File: config.mk
export PLATFORM = sky130hd
export DESIGN_NAME = iir_filter_df2t
export DESIGN_NICKNAME = d
export VERILOG_FILES = /design/src/iirdf2t_pkg.sv /design/src/iirdf2t_dsmul.sv /design/src/iir_filter_df2t.sv
export SDC_FILE = /design/constraint.sdc
export NUM_CORES = 1
export LEC_CHECK = 0
export BUFFER_PORTS_ARGS = -buffer_cell sky130_fd_sc_hd__clkbuf_2
export CORE_UTILIZATION = 63
export CTS_BUF_LIST = sky130_fd_sc_hd__clkbuf_8 sky130_fd_sc_hd__clkbuf_16
export DETAILED_ROUTE_END_ITERATION = 10
export GPL_TIMING_DRIVEN = 1
export PLACE_DENSITY = 0.81
export SLEW_MARGIN = 30
export SYNTH_ARGS = -nofsm -noshare
export SYNTH_HDL_FRONTEND = slang
export SYNTH_SLANG_ARGS = --single-unit
export TNS_END_PERCENT = 50
File: constraint.sdc
create_clock -name clk_i -period 7.3 [get_ports clk_i]
set_clock_uncertainty 0.05 [all_clocks]
set_input_delay 1.825 -clock clk_i [delete_from_list [all_inputs] [get_ports clk_i]]
set_output_delay 1.825 -clock clk_i [all_outputs]
set_load 0.01 [all_outputs]
File: src/iirdf2t_pkg.sv
// Shared constants, item types, state codes and helpers of the DF-II transposed IIR filter.
`default_nettype none

package iirdf2t_pkg;

  // Filter order; the datapath keeps two delay words, so the order in use is clamped to 1..2.
  localparam int ORDER     = 2;
  localparam int EFF_ORDER = (ORDER < 1) ? 1 : ((ORDER > 2) ? 2 : ORDER);

  localparam int SAMPLE_W   = 16;
  localparam int COEF_W     = 18;
  localparam int DELAY_W    = 40;
  localparam int PROD_W     = SAMPLE_W + COEF_W;
  localparam int ACC_W      = DELAY_W + 2;
  localparam int DIGIT_W    = 4;
  localparam int NUM_DIGITS = SAMPLE_W / DIGIT_W;
  localparam int DCNT_W     = (NUM_DIGITS > 1) ? $clog2(NUM_DIGITS) : 1;
  localparam int NUM_REGS   = 5;
  localparam int REG_IDX_W  = 3;
  localparam int STEP_W     = 3;
  localparam int FRAC_SHIFT = 14;
  localparam int ROUND_W    = ACC_W - FRAC_SHIFT;

  localparam logic [ACC_W-1:0] ROUND_BIAS = ACC_W'(1) << (FRAC_SHIFT - 1);

  localparam logic signed [SAMPLE_W-1:0] SAMPLE_MAX = {1'b0, {(SAMPLE_W-1){1'b1}}};
  localparam logic signed [SAMPLE_W-1:0] SAMPLE_MIN = {1'b1, {(SAMPLE_W-1){1'b0}}};
  localparam logic signed [DELAY_W-1:0]  DELAY_MAX  = {1'b0, {(DELAY_W-1){1'b1}}};
  localparam logic signed [DELAY_W-1:0]  DELAY_MIN  = {1'b1, {(DELAY_W-1){1'b0}}};

  // Configuration register indexes.
  localparam logic [REG_IDX_W-1:0] REG_B0 = 3'd0;
  localparam logic [REG_IDX_W-1:0] REG_B1 = 3'd1;
  localparam logic [REG_IDX_W-1:0] REG_B2 = 3'd2;
  localparam logic [REG_IDX_W-1:0] REG_A1 = 3'd3;
  localparam logic [REG_IDX_W-1:0] REG_A2 = 3'd4;

  localparam logic signed [COEF_W-1:0] COEF_B0_RST = 18'sd16384;

  // Product steps of one item, in the order the sequencer runs them.
  localparam logic [STEP_W-1:0] STEP_B0X = 3'd0;
  localparam logic [STEP_W-1:0] STEP_B1X = 3'd1;
  localparam logic [STEP_W-1:0] STEP_A1Y = 3'd2;
  localparam logic [STEP_W-1:0] STEP_B2X = 3'd3;
  localparam logic [STEP_W-1:0] STEP_A2Y = 3'd4;

  typedef enum logic [2:0] {
    ST_IDLE,
    ST_MUL,
    ST_ROUND,
    ST_SAT,
    ST_FIN
  } state_e;

  typedef struct packed {
    logic signed [SAMPLE_W-1:0] sample_in;
    logic                       start_block;
  } in_item_t;

  typedef struct packed {
    logic signed [SAMPLE_W-1:0] sample_out;
    logic                       clipped;
    logic signed [DELAY_W-1:0]  delay_first;
    logic signed [DELAY_W-1:0]  delay_second;
  } out_item_t;

  typedef struct packed {
    logic                       start;
    logic signed [COEF_W-1:0]   coef;
    logic signed [SAMPLE_W-1:0] operand;
  } mul_req_t;

  typedef struct packed {
    logic                     done;
    logic signed [PROD_W-1:0] product;
  } mul_rsp_t;

  // Coefficient register used by each product step.
  function automatic logic [REG_IDX_W-1:0] coef_of_step(input logic [STEP_W-1:0] step);
    logic [REG_IDX_W-1:0] idx;
    unique case (step)
      STEP_B0X: idx = REG_B0;
      STEP_B1X: idx = REG_B1;
      STEP_A1Y: idx = REG_A1;
      STEP_B2X: idx = REG_B2;
      STEP_A2Y: idx = REG_A2;
      default:  idx = REG_B0;
    endcase
    return idx;
  endfunction

endpackage

`default_nettype wire

File: src/iirdf2t_dsmul.sv
// Digit-serial signed multiplier: coefficient times sample, one radix-16 digit per cycle.
`default_nettype none

module iirdf2t_dsmul (
  input  wire logic                  clk_i,
  input  wire logic                  rst_ni,
  input  wire iirdf2t_pkg::mul_req_t req_i,
  output iirdf2t_pkg::mul_rsp_t      rsp_o
);

  localparam int PP_W = iirdf2t_pkg::COEF_W + iirdf2t_pkg::DIGIT_W + 1;
  localparam int HI_W = PP_W - iirdf2t_pkg::DIGIT_W;
  localparam int DW   = iirdf2t_pkg::DIGIT_W;
  localparam int SW   = iirdf2t_pkg::SAMPLE_W;

  logic                                    busy_q;
  logic                                    done_q;
  logic [iirdf2t_pkg::DCNT_W-1:0]          cnt_q;
  logic signed [iirdf2t_pkg::COEF_W-1:0]   coef_q;
  logic [SW-1:0]                           opnd_q;
  logic signed [HI_W-1:0]                  hi_q;
  logic [SW-1:0]                           lo_q;

  logic                   last;
  logic signed [DW:0]     digit;
  logic signed [PP_W-1:0] pp;
  logic signed [PP_W-1:0] hi_ext;
  logic signed [PP_W-1:0] sum;
  logic [HI_W+SW-1:0]     full;

  // Lower digits are unsigned, the top digit carries the sign of the sample.
  assign last   = (cnt_q == iirdf2t_pkg::DCNT_W'(iirdf2t_pkg::NUM_DIGITS - 1));
  assign digit  = last ? $signed({opnd_q[DW-1], opnd_q[DW-1:0]})
                       : $signed({1'b0, opnd_q[DW-1:0]});
  assign pp     = coef_q * digit;
  assign hi_ext = $signed({{DW{hi_q[HI_W-1]}}, hi_q});
  assign sum    = hi_ext + pp;
  assign full   = {hi_q, lo_q};

  assign rsp_o.done    = done_q;
  assign rsp_o.product = $signed(full[iirdf2t_pkg::PROD_W-1:0]);

  always_ff @(posedge clk_i or negedge rst_ni) begin
    if (!rst_ni) begin
      busy_q <= 1'b0;
      done_q <= 1'b0;
      cnt_q  <= '0;
    end else begin
      done_q <= busy_q && last;
      if (req_i.start) begin
        busy_q <= 1'b1;
        cnt_q  <= '0;
      end else if (busy_q) begin
        cnt_q <= cnt_q + 1'b1;
        if (last) begin
          busy_q <= 1'b0;
        end
      end
    end
  end

  // The low digits of each partial sum shift out into lo_q as the operand shifts down.
  always_ff @(posedge clk_i) begin
    if (req_i.start) begin
      coef_q <= req_i.coef;
      opnd_q <= req_i.operand;
      hi_q   <= '0;
    end else if (busy_q) begin
      hi_q   <= sum[PP_W-1:DW];
      lo_q   <= {sum[DW-1:0], lo_q[SW-1:DW]};
      opnd_q <= opnd_q >> DW;
    end
  end

endmodule

`default_nettype wire

File: src/iir_filter_df2t.sv
// One item is processed at a time, so the input is ready again only once the result has
// been registered. The time per item is set by the shared digit-serial multiplier, which
// forms the 2*ORDER+1 products one after another.
// Reset is asynchronous and active low: it clears the delay words, the control state and
// the output valid, and returns the coefficients to b0 = 1.0 and all others zero.
`default_nettype none

module iir_filter_df2t (
  input  wire logic                                   clk_i,
  input  wire logic                                   rst_ni,
  input  wire logic                                   in_valid_i,
  output logic                                        in_ready_o,
  input  wire iirdf2t_pkg::in_item_t                  in_item_i,
  output logic                                        out_valid_o,
  input  wire logic                                   out_ready_i,
  output iirdf2t_pkg::out_item_t                      out_item_o,
  input  wire logic                                   cfg_valid_i,
  output logic                                        cfg_ready_o,
  input  wire logic [iirdf2t_pkg::REG_IDX_W-1:0]      cfg_index_i,
  input  wire logic [iirdf2t_pkg::COEF_W-1:0]         cfg_data_i
);

  localparam int ACC_W   = iirdf2t_pkg::ACC_W;
  localparam int DELAY_W = iirdf2t_pkg::DELAY_W;
  localparam int SW      = iirdf2t_pkg::SAMPLE_W;
  localparam int RW      = iirdf2t_pkg::ROUND_W;

  localparam logic [ACC_W-1:0] ROUND_BIAS_EXT = iirdf2t_pkg::ROUND_BIAS;

  iirdf2t_pkg::state_e state_q, state_d;
  logic [iirdf2t_pkg::STEP_W-1:0] step_q, step_d;

  logic signed [iirdf2t_pkg::COEF_W-1:0] coef_q [iirdf2t_pkg::NUM_REGS];
  logic signed [DELAY_W-1:0]             dly_q  [2];
  logic signed [SW-1:0]                  x_q;
  logic signed [SW-1:0]                  y_q;
  logic                                  clip_q;
  logic signed [ACC_W-1:0]               acc_q;
  iirdf2t_pkg::out_item_t                out_q;
  logic                                  out_valid_q;

  logic                     in_fire;
  logic                     mul_start;
  logic                     load_out;
  iirdf2t_pkg::mul_req_t    mul_req;
  iirdf2t_pkg::mul_rsp_t    mul_rsp;
  logic                     op_is_y;

  logic signed [ACC_W-1:0]  prod_ext;
  logic signed [ACC_W-1:0]  dly0_ext;
  logic signed [ACC_W-1:0]  dly1_ext;
  logic signed [ACC_W-1:0]  acc_d;
  logic [ACC_W-1:0]         rnd;
  logic [RW-1:0]            y_wide;
  logic                     y_fits;
  logic signed [SW-1:0]     y_sat;
  logic                     acc_fits;
  logic signed [DELAY_W-1:0] dly_sat;

  // ---------------------------------------------------------------------------------------
  // Configuration: a write can always be taken, and the user must write only while the filter
  // is idle; the block does not enforce it. Indexes beyond the five coefficients are dropped.
  // ---------------------------------------------------------------------------------------
  assign cfg_ready_o = 1'b1;

  always_ff @(posedge clk_i or negedge rst_ni) begin
    if (!rst_ni) begin
      coef_q[iirdf2t_pkg::REG_B0] <= iirdf2t_pkg::COEF_B0_RST;
      coef_q[iirdf2t_pkg::REG_B1] <= '0;
      coef_q[iirdf2t_pkg::REG_B2] <= '0;
      coef_q[iirdf2t_pkg::REG_A1] <= '0;
      coef_q[iirdf2t_pkg::REG_A2] <= '0;
    end else if (cfg_valid_i && (cfg_index_i < iirdf2t_pkg::REG_IDX_W'(iirdf2t_pkg::NUM_REGS))) begin
      coef_q[cfg_index_i] <= $signed(cfg_data_i);
    end
  end

  // ---------------------------------------------------------------------------------------
  // Sequencer. Each item runs the products in a fixed order:
  //   b0*x  -> acc = s0 + b0*x, then the round state forms the saturated output y;
  //   b1*x  -> acc = s1 + b1*x (s1 only when the order is two);
  //   a1*y  -> acc = acc - a1*y, then the saturate state writes the new s0;
  //   b2*x, a2*y in the same way for the new s1 when the order is two.
  // The old s0 is used only by the first product and the old s1 only by the second, so the
  // new words are written straight back into the delay registers.
  // ---------------------------------------------------------------------------------------
  always_comb begin
    state_d = state_q;
    step_d  = step_q;
    unique case (state_q)
      iirdf2t_pkg::ST_IDLE: begin
        if (in_valid_i) begin
          state_d = iirdf2t_pkg::ST_MUL;
          step_d  = iirdf2t_pkg::STEP_B0X;
        end
      end
      iirdf2t_pkg::ST_MUL: begin
        if (mul_rsp.done) begin
          unique case (step_q)
            iirdf2t_pkg::STEP_B0X: state_d = iirdf2t_pkg::ST_ROUND;
            iirdf2t_pkg::STEP_B1X: step_d  = iirdf2t_pkg::STEP_A1Y;
            iirdf2t_pkg::STEP_A1Y: state_d = iirdf2t_pkg::ST_SAT;
            iirdf2t_pkg::STEP_B2X: step_d  = iirdf2t_pkg::STEP_A2Y;
            iirdf2t_pkg::STEP_A2Y: state_d = iirdf2t_pkg::ST_SAT;
            default:               state_d = iirdf2t_pkg::ST_SAT;
          endcase
        end
      end
      iirdf2t_pkg::ST_ROUND: begin
        state_d = iirdf2t_pkg::ST_MUL;
        step_d  = iirdf2t_pkg::STEP_B1X;
      end
      iirdf2t_pkg::ST_SAT: begin
        if ((step_q == iirdf2t_pkg::STEP_A1Y) && (iirdf2t_pkg::EFF_ORDER > 1)) begin
          state_d = iirdf2t_pkg::ST_MUL;
          step_d  = iirdf2t_pkg::STEP_B2X;
        end else begin
          state_d = iirdf2t_pkg::ST_FIN;
        end
      end
      iirdf2t_pkg::ST_FIN: begin
        if (!out_valid_q || out_ready_i) begin
          state_d = iirdf2t_pkg::ST_IDLE;
        end
      end
      default: state_d = iirdf2t_pkg::ST_IDLE;
    endcase
  end

  // Handshake and multiplier strobes.
  always_comb begin
    in_ready_o = (state_q == iirdf2t_pkg::ST_IDLE);
    mul_start  = (state_d == iirdf2t_pkg::ST_MUL) &&
                 !((state_q == iirdf2t_pkg::ST_MUL) && !mul_rsp.done);
    load_out   = (state_q == iirdf2t_pkg::ST_FIN) && (!out_valid_q || out_ready_i);
  end

  assign in_fire = in_valid_i && in_ready_o;

  always_ff @(posedge clk_i or negedge rst_ni) begin
    if (!rst_ni) begin
      state_q <= iirdf2t_pkg::ST_IDLE;
      step_q  <= iirdf2t_pkg::STEP_B0X;
    end else begin
      state_q <= state_d;
      step_q  <= step_d;
    end
  end

  // ---------------------------------------------------------------------------------------
  // Multiplier operands. The sample comes straight from the port on the accept cycle, since
  // x_q is only loaded at that edge; the feedback products take the saturated output y.
  // ---------------------------------------------------------------------------------------
  assign op_is_y = (step_d == iirdf2t_pkg::STEP_A1Y) || (step_d == iirdf2t_pkg::STEP_A2Y);

  always_comb begin
    mul_req.start   = mul_start;
    mul_req.coef    = coef_q[iirdf2t_pkg::coef_of_step(step_d)];
    if (op_is_y) begin
      mul_req.operand = y_q;
    end else if (state_q == iirdf2t_pkg::ST_IDLE) begin
      mul_req.operand = in_item_i.sample_in;
    end else begin
      mul_req.operand = x_q;
    end
  end

  iirdf2t_dsmul u_mul (
    .clk_i  (clk_i),
    .rst_ni (rst_ni),
    .req_i  (mul_req),
    .rsp_o  (mul_rsp)
  );

  // ---------------------------------------------------------------------------------------
  // Accumulator. All terms are Q29, so no alignment is needed; 42 bits hold the sum of a
  // 40-bit delay word and two 34-bit products without wrapping.
  // ---------------------------------------------------------------------------------------
  assign prod_ext = ACC_W'(mul_rsp.product);
  assign dly0_ext = ACC_W'(dly_q[0]);
  assign dly1_ext = ACC_W'(dly_q[1]);

  always_comb begin
    acc_d = acc_q;
    case (step_q)
      iirdf2t_pkg::STEP_B0X: acc_d = dly0_ext + prod_ext;
      iirdf2t_pkg::STEP_B1X: acc_d = (iirdf2t_pkg::EFF_ORDER > 1) ? (dly1_ext + prod_ext)
                                                                  : prod_ext;
      iirdf2t_pkg::STEP_A1Y: acc_d = acc_q - prod_ext;
      iirdf2t_pkg::STEP_B2X: acc_d = prod_ext;
      iirdf2t_pkg::STEP_A2Y: acc_d = acc_q - prod_ext;
      default:               acc_d = acc_q;
    endcase
  end

  // Q29 to Q15 with round half up, then saturation of the output to 16 bits.
  assign rnd    = acc_q + ROUND_BIAS_EXT;
  assign y_wide = rnd[ACC_W-1:iirdf2t_pkg::FRAC_SHIFT];
  assign y_fits = (&y_wide[RW-1:SW-1]) || !(|y_wide[RW-1:SW-1]);
  assign y_sat  = y_fits ? $signed(y_wide[SW-1:0])
                         : (y_wide[RW-1] ? iirdf2t_pkg::SAMPLE_MIN : iirdf2t_pkg::SAMPLE_MAX);

  // Saturation of an updated delay word to the signed 40-bit range.
  assign acc_fits = (&acc_q[ACC_W-1:DELAY_W-1]) || !(|acc_q[ACC_W-1:DELAY_W-1]);
  assign dly_sat  = acc_fits ? $signed(acc_q[DELAY_W-1:0])
                             : (acc_q[ACC_W-1] ? iirdf2t_pkg::DELAY_MIN : iirdf2t_pkg::DELAY_MAX);

  // Delay words are state and reset to zero; a start flag clears them as the item is taken.
  always_ff @(posedge clk_i or negedge rst_ni) begin
    if (!rst_ni) begin
      dly_q[0] <= '0;
      dly_q[1] <= '0;
    end else if (in_fire && in_item_i.start_block) begin
      dly_q[0] <= '0;
      dly_q[1] <= '0;
    end else if (state_q == iirdf2t_pkg::ST_SAT) begin
      if (step_q == iirdf2t_pkg::STEP_A1Y) begin
        dly_q[0] <= dly_sat;
      end else begin
        dly_q[1] <= dly_sat;
      end
    end
  end

  // Working registers of the item in flight.
  always_ff @(posedge clk_i) begin
    if (in_fire) begin
      x_q <= in_item_i.sample_in;
    end
    if ((state_q == iirdf2t_pkg::ST_MUL) && mul_rsp.done) begin
      acc_q <= acc_d;
    end
    if (state_q == iirdf2t_pkg::ST_ROUND) begin
      y_q    <= y_sat;
      clip_q <= !y_fits;
    end
  end

  // ---------------------------------------------------------------------------------------
  // Output register. A finished item waits here while the next item is already accepted;
  // the sequencer only holds in its final state if the previous result is still untaken.
  // ---------------------------------------------------------------------------------------
  always_ff @(posedge clk_i or negedge rst_ni) begin
    if (!rst_ni) begin
      out_valid_q <= 1'b0;
    end else if (load_out) begin
      out_valid_q <= 1'b1;
    end else if (out_ready_i) begin
      out_valid_q <= 1'b0;
    end
  end

  always_ff @(posedge clk_i) begin
    if (load_out) begin
      out_q.sample_out   <= y_q;
      out_q.clipped      <= clip_q;
      out_q.delay_first  <= dly_q[0];
      out_q.delay_second <= dly_q[1];
    end
  end

  assign out_valid_o = out_valid_q;
  assign out_item_o  = out_q;

endmodule

`default_nettype wire

* Yosys cells after proc, flatten, opt, wreduce, memory -nomap -nowiden
Cells that the tools add are included.
** Operators by class
- Multiply operators :: 1
- Equality and inequality tests :: 15
- $lt $le $gt $ge :: 4
- Reduce and logical (&&, ||, !) cells :: 36
- Muxes and demuxes :: 39
- $add $sub $neg :: 6
- Bitwise gates (word level) :: 3
** Operators by type and width (count)
- $pmux W42 S4 :: 1
- $mux W40 :: 4
- $mux W80 :: 2
- $mux W16 :: 6
- $bwmux W90 :: 1
- $add A40 B34 Y41 :: 2
- $bmux W18 S3 :: 1
- $demux W18 S3 :: 1
- $mux W18 :: 3
- $add A42 B14 Y42 const B :: 1
- $sub A42 B34 Y42 :: 1
- $pmux W3 S4 :: 2
- $add A19 B23 Y23 :: 1
- $mul A18 B5 Y23 :: 1
- $mux W3 :: 7
- $eq A3 B2 Y1 const B :: 6
- $pmux W3 S5 :: 1
- $reduce_and A13 Y1 :: 1
- $reduce_or A13 Y1 :: 1
- $eq A3 B1 Y1 const B :: 4
- $pmux W3 S2 :: 2
- $eq A3 B3 Y1 const B :: 3
- $logic_and A1 B1 Y1 :: 9
- $ge A4 B4 Y1 const B :: 2
- other kinds (19) :: 41
** Storage, ports and cells
- Logic and storage cells :: 129
- Input port bits :: 43
- Output and inout bits :: 100
- Register bits :: 422

* Longest topological paths before layout
- Word-level depth :: 10
- Gate-level depth with buffers :: 21
- Mapped depth without buffers :: 21

* Cells and area by module
From an unflattened synthesis, not the netlist that was laid out.
** Second synthesis, totals
- Cells, all modules :: 2776
- Area, all modules :: 27999.4 µm²
** Modules (own cells, without submodules)
- iir_filter_df2t :: cells an instance 2163, sequential area each 9595.5 µm², instances 1, area an instance 21573.2 µm²
- iirdf2t_dsmul :: cells an instance 613, sequential area each 1981.9 µm², instances 1, area an instance 6426.2 µm²

* Least setup slack after synthesis
No wires, ideal clock.
- Path type :: input -> register
- Start point :: in out_ready_i
- End point :: reg out_q (netlist bit out_item_o[0]) (enable)
- Stages on the path :: 2
- Setup time :: 553 ps
- Path slack :: 774 ps
- Required time :: 6697 ps
- Arrival time :: 5923 ps
- Buffers on the path :: 0
- Cell sequence :: nor2b_1 > nor2_1
** On the way
- Cells in the longest elaborated chain, start to end :: 2
** Ends and longest elaborated chain
- from (decl) :: line iir_filter_df2t.sv:15 : input wire logic out_ready_i,
- $logic_or A1 B1 Y1 :: line iir_filter_df2t.sv:135 : load_out = (state_q == iirdf2t_pkg::ST_FIN) && (!out_valid_q || out_ready_i);
- $logic_and A1 B1 Y1 :: line iir_filter_df2t.sv:135
- named net load_out :: line iir_filter_df2t.sv:44 : logic load_out;
- to (decl) :: line iir_filter_df2t.sv:39 : iirdf2t_pkg::out_item_t out_q;
The timed path passes the listed nets, and every way through them passes these cells.
A chain may end at the register's enable or synchronous reset.

* Worst setup path in the final report
- Start point :: reg u_mul.opnd_q[3]
- End point :: reg u_mul.hi_q[18]
** On the way
- Cells in the longest elaborated chain, start to end :: 3
** Ends and longest elaborated chain
- from (decl) :: line iirdf2t_dsmul.sv:20 : logic [SW-1:0] opnd_q;
- from (signal assigned) :: line iirdf2t_dsmul.sv:66 : opnd_q <= req_i.operand;
- from (signal assigned) :: line iirdf2t_dsmul.sv:71 : opnd_q <= opnd_q >> DW;
- $mux W5 :: line iirdf2t_dsmul.sv:33 : assign digit = last ? $signed({opnd_q[DW-1], opnd_q[DW-1:0]})
- $mul A18 B5 Y23 :: line iirdf2t_dsmul.sv:35 : assign pp = coef_q * digit;
- $add A19 B23 Y23 :: line iirdf2t_dsmul.sv:37 : assign sum = hi_ext + pp;
- to (signal assigned) :: line iirdf2t_dsmul.sv:69 : hi_q <= sum[PP_W-1:DW];
- to (decl) :: line iirdf2t_dsmul.sv:21 : logic signed [HI_W-1:0] hi_q;
Every way passes these cells.

==> impl_results.md <==
* Setup violation total in the final timing report at 0
* Initial Util at 64.1%
* Final count of hold timing violations at 0
* Actual transition at the worst max-transition pin at around 1100 ps
* Initial DRT Pass Iterations at 6
* Setup Fix Bufs, Post-CTS at 0
* RSZ-0062 raised after global routing: no
* Netlist Area Pre-Place at approximately 28000 um^2
* #FFs+latches synth at approximately 420
* Net count after synthesis at approximately 3000
* Main flop type after synthesis: edfxtp_1
* Initial antenna violation count at 1
* HPWL after detailed placement at 55000 um
* Global placement routability congestion at 0.987
* Fmax at 0.160 GHz
* Floorplan Core Area at between 40000 and 50000 um^2
* Mapped Cells at 2698
* Initial DRC Count at 1981
* Post-route minimum period at 6270 ps
* Most common cell after layout, fill and taps aside: o21ai_0
* Outcome: complete, no violations
* Distinct cell type count after synthesis at 100
* Total number of yosys warnings at 0
* Number of hold buffers added after CTS at 0
* Count of port buffers added during placement at 141
* Number of cells in the finished layout apart from fillers at 3416
* Number of nets in the layout at approximately 3100
* Average cell area after synthesis at 10.3 um^2
* Most frequent cells in the layout: o21ai_0, edfxtp_1, inv_1
* Number of gates resized after cts at 0
* Detailed-route wire length on metal 1 at 30900 um
* Root cell of the clock tree: clkbuf_16
* Die height at around 210 um
* CTS H-Tree Depth at 2
* Worst endpoint data arrival time at 6680 ps
* Highest metal layer with signal wires: met4
* Mean number of vias per cell at 6.36
* Mean routed wirelength per cell at 21.9 um
* Post-CTS clock slew at the launch and capture registers of the worst setup and hold paths at 70 ps
* Fin area at 30500 um^2
* Worst-Skew Late Latency at 590 ps
* Max-cap violations at 0
* Number of global-route vias before repair at 21800
* Longest Clk Path Bufs at 3
* Sum of overflow across all layers after global routing at 0
* Fraction of layout instances using a drive strength above 1 at between 10% and 20%
* Number of buffers created by CTS at 45
* Chip Width at 212 um
* Kind of critical path: flip-flop to flip-flop
* Post-synth EDFFs at 222
* Class of the tightest hold or removal check: flip-flop to flip-flop
* Register area share after synthesis at 41.7%
* Die area at 44900 um^2
* Instance area after placement at about 29000 um^2
* Maximum number of pins on one net before global-route repair at 92
* Num ports at between 100 and 150
* Worst reg-to-reg setup slack at slightly above 1000 ps
* Clock Sink Count at 422
* Total number of vias at ~22000
* Number of remaining DRC errors at 0
* Count of antenna diodes in the layout at 0
* Total detailed-routing wirelength at 74900 um
* Final TNS setup at 0 ps
* Final worst-path cycle share at a little under nine tenths
* Data required time of the critical path at 7710 ps
* Placed insts at 3331
* Slew Viols, Final at 0
* Worst-path maximum fanout at 19
* Kind of capture point of the worst setup path: flip-flop
* Met2 wire length at 35800 um
* GRT Overall Usage at 34.1%
* Clock tree from TritonCTS: built
* Worst-case headroom to the max-slew limit at 27.4%
* Number of core rows at 76
* Wire length of the first global-routing pass at 118000 um
* CP Launch Type: flip-flop
* Final antenna-violating net count at 0
* Synth-to-Final Area Change at 10.0%
* Share of synthesized registers carrying an async set or reset at 42.9%
* Met3 routed WL at 5620 um
-- cells by family (layout without fill, tap and decap cells) --
group	Yosys count	after routing	synth area share, %
compound gates	683	683	15.7
fa+ha+maj	245	245	13.1
flops	422	422	41.7
buf+inv	293	426	4.17
other cells	1	1	0.0135
simple gates	690	690	12.2
mux	219	219	8.39
xor+xnor	145	145	4.65
-- final cells by class --
type,count,area [um^2]
multi-input cells,1983,15100
fillers,3142,12700
flip-flops and latches,422,11600
clock buffers,56,1330
repair buffers,172,976
well taps,585,732
inverters,170,638
clock inverters,28,166
-- metal layers --
layer  up-vias  GRT usage (%)
met5         -              0
met4         0           13.4
met3       190           4.21
met2       969           56.8
met1     10600           45.5
li1       9950              -
-- registers in the layout, summed over array words and instances (netlist names), 2 cells and up --
signal        count
acc_q            42
u_mul.opnd_q     16
u_mul.coef_q     18
u_mul.lo_q       16
u_mul.hi_q       19
out_item_o       97
u_mul.cnt_q       2
state_q           3
coef_q           90
step_q            3
y_q              16
dly0_ext         40
x_q              16
dly1_ext         40
-- worst paths after layout --
kind | startpoint | to | depth (start not counted)
worst min-delay path | clip_q$_DFFE_PP_ | out_item_o[80]$_DFFE_PP_ | 0
min in group asynchronous | rst_ni | coef_q[33]$_DFFE_PN0P_ | 1
worst max register to register | u_mul.opnd_q[3]$_DFFE_PP_ | u_mul.hi_q[18]$_SDFFE_PP0P_ | 19
worst min register to register | clip_q$_DFFE_PP_ | out_item_o[80]$_DFFE_PP_ | 0
max in group asynchronous | rst_ni | dly1_ext[5]$_DFFE_PN0P_ | 2
worst max-delay path | u_mul.opnd_q[3]$_DFFE_PP_ | u_mul.hi_q[18]$_SDFFE_PP0P_ | 19
-- synth_stat cells, types with 58 or more instances --
cell type,instances,area [um^2]
fa_1,77,1540
edfxtp_1,222,6670
nor2_1,158,593
inv_1,168,631
o21ai_0,232,1160
a21oi_1,161,806
xor2_1,58,508
nand2_1,182,683
a21o_1,60,450
xnor2_1,86,753
nand3_1,117,586
mux2i_1,110,1100
mux2_2,109,1230
ha_1,168,2100
clkbuf_1,98,368
dfrtp_1,180,4500
and2_1,80,500
-- stage by stage --
step	hold slack (ps)	setup slack (ps)	utilization, %
floorplan	350	774	-
global placement	358	1350	66.9
detailed placement	355	1210	67.0
CTS	364	1140	70.5
global route	366	720	70.5
finish	363	1030	70.5
-- worst max-delay path, stage by stage (launching register included) --
cell and delay (ps):
edfxtp_1 670, nand2_1 100, buf_4 230, or2_2 310
fa_1 510, fa_1 520, fa_1 540, inv_1 60
fa_1 480, ha_1 330, a211oi_1 290, o21ai_1 130
a21oi_1 290, a31oi_1 210, o31ai_1 390, a31oi_1 190
and2_1 210, o21a_1 180, o41a_1 310, o211a_1 110
Power is not shown: default switching activity piles up to over one toggle a cycle in this logic, so the estimate is an artifact.
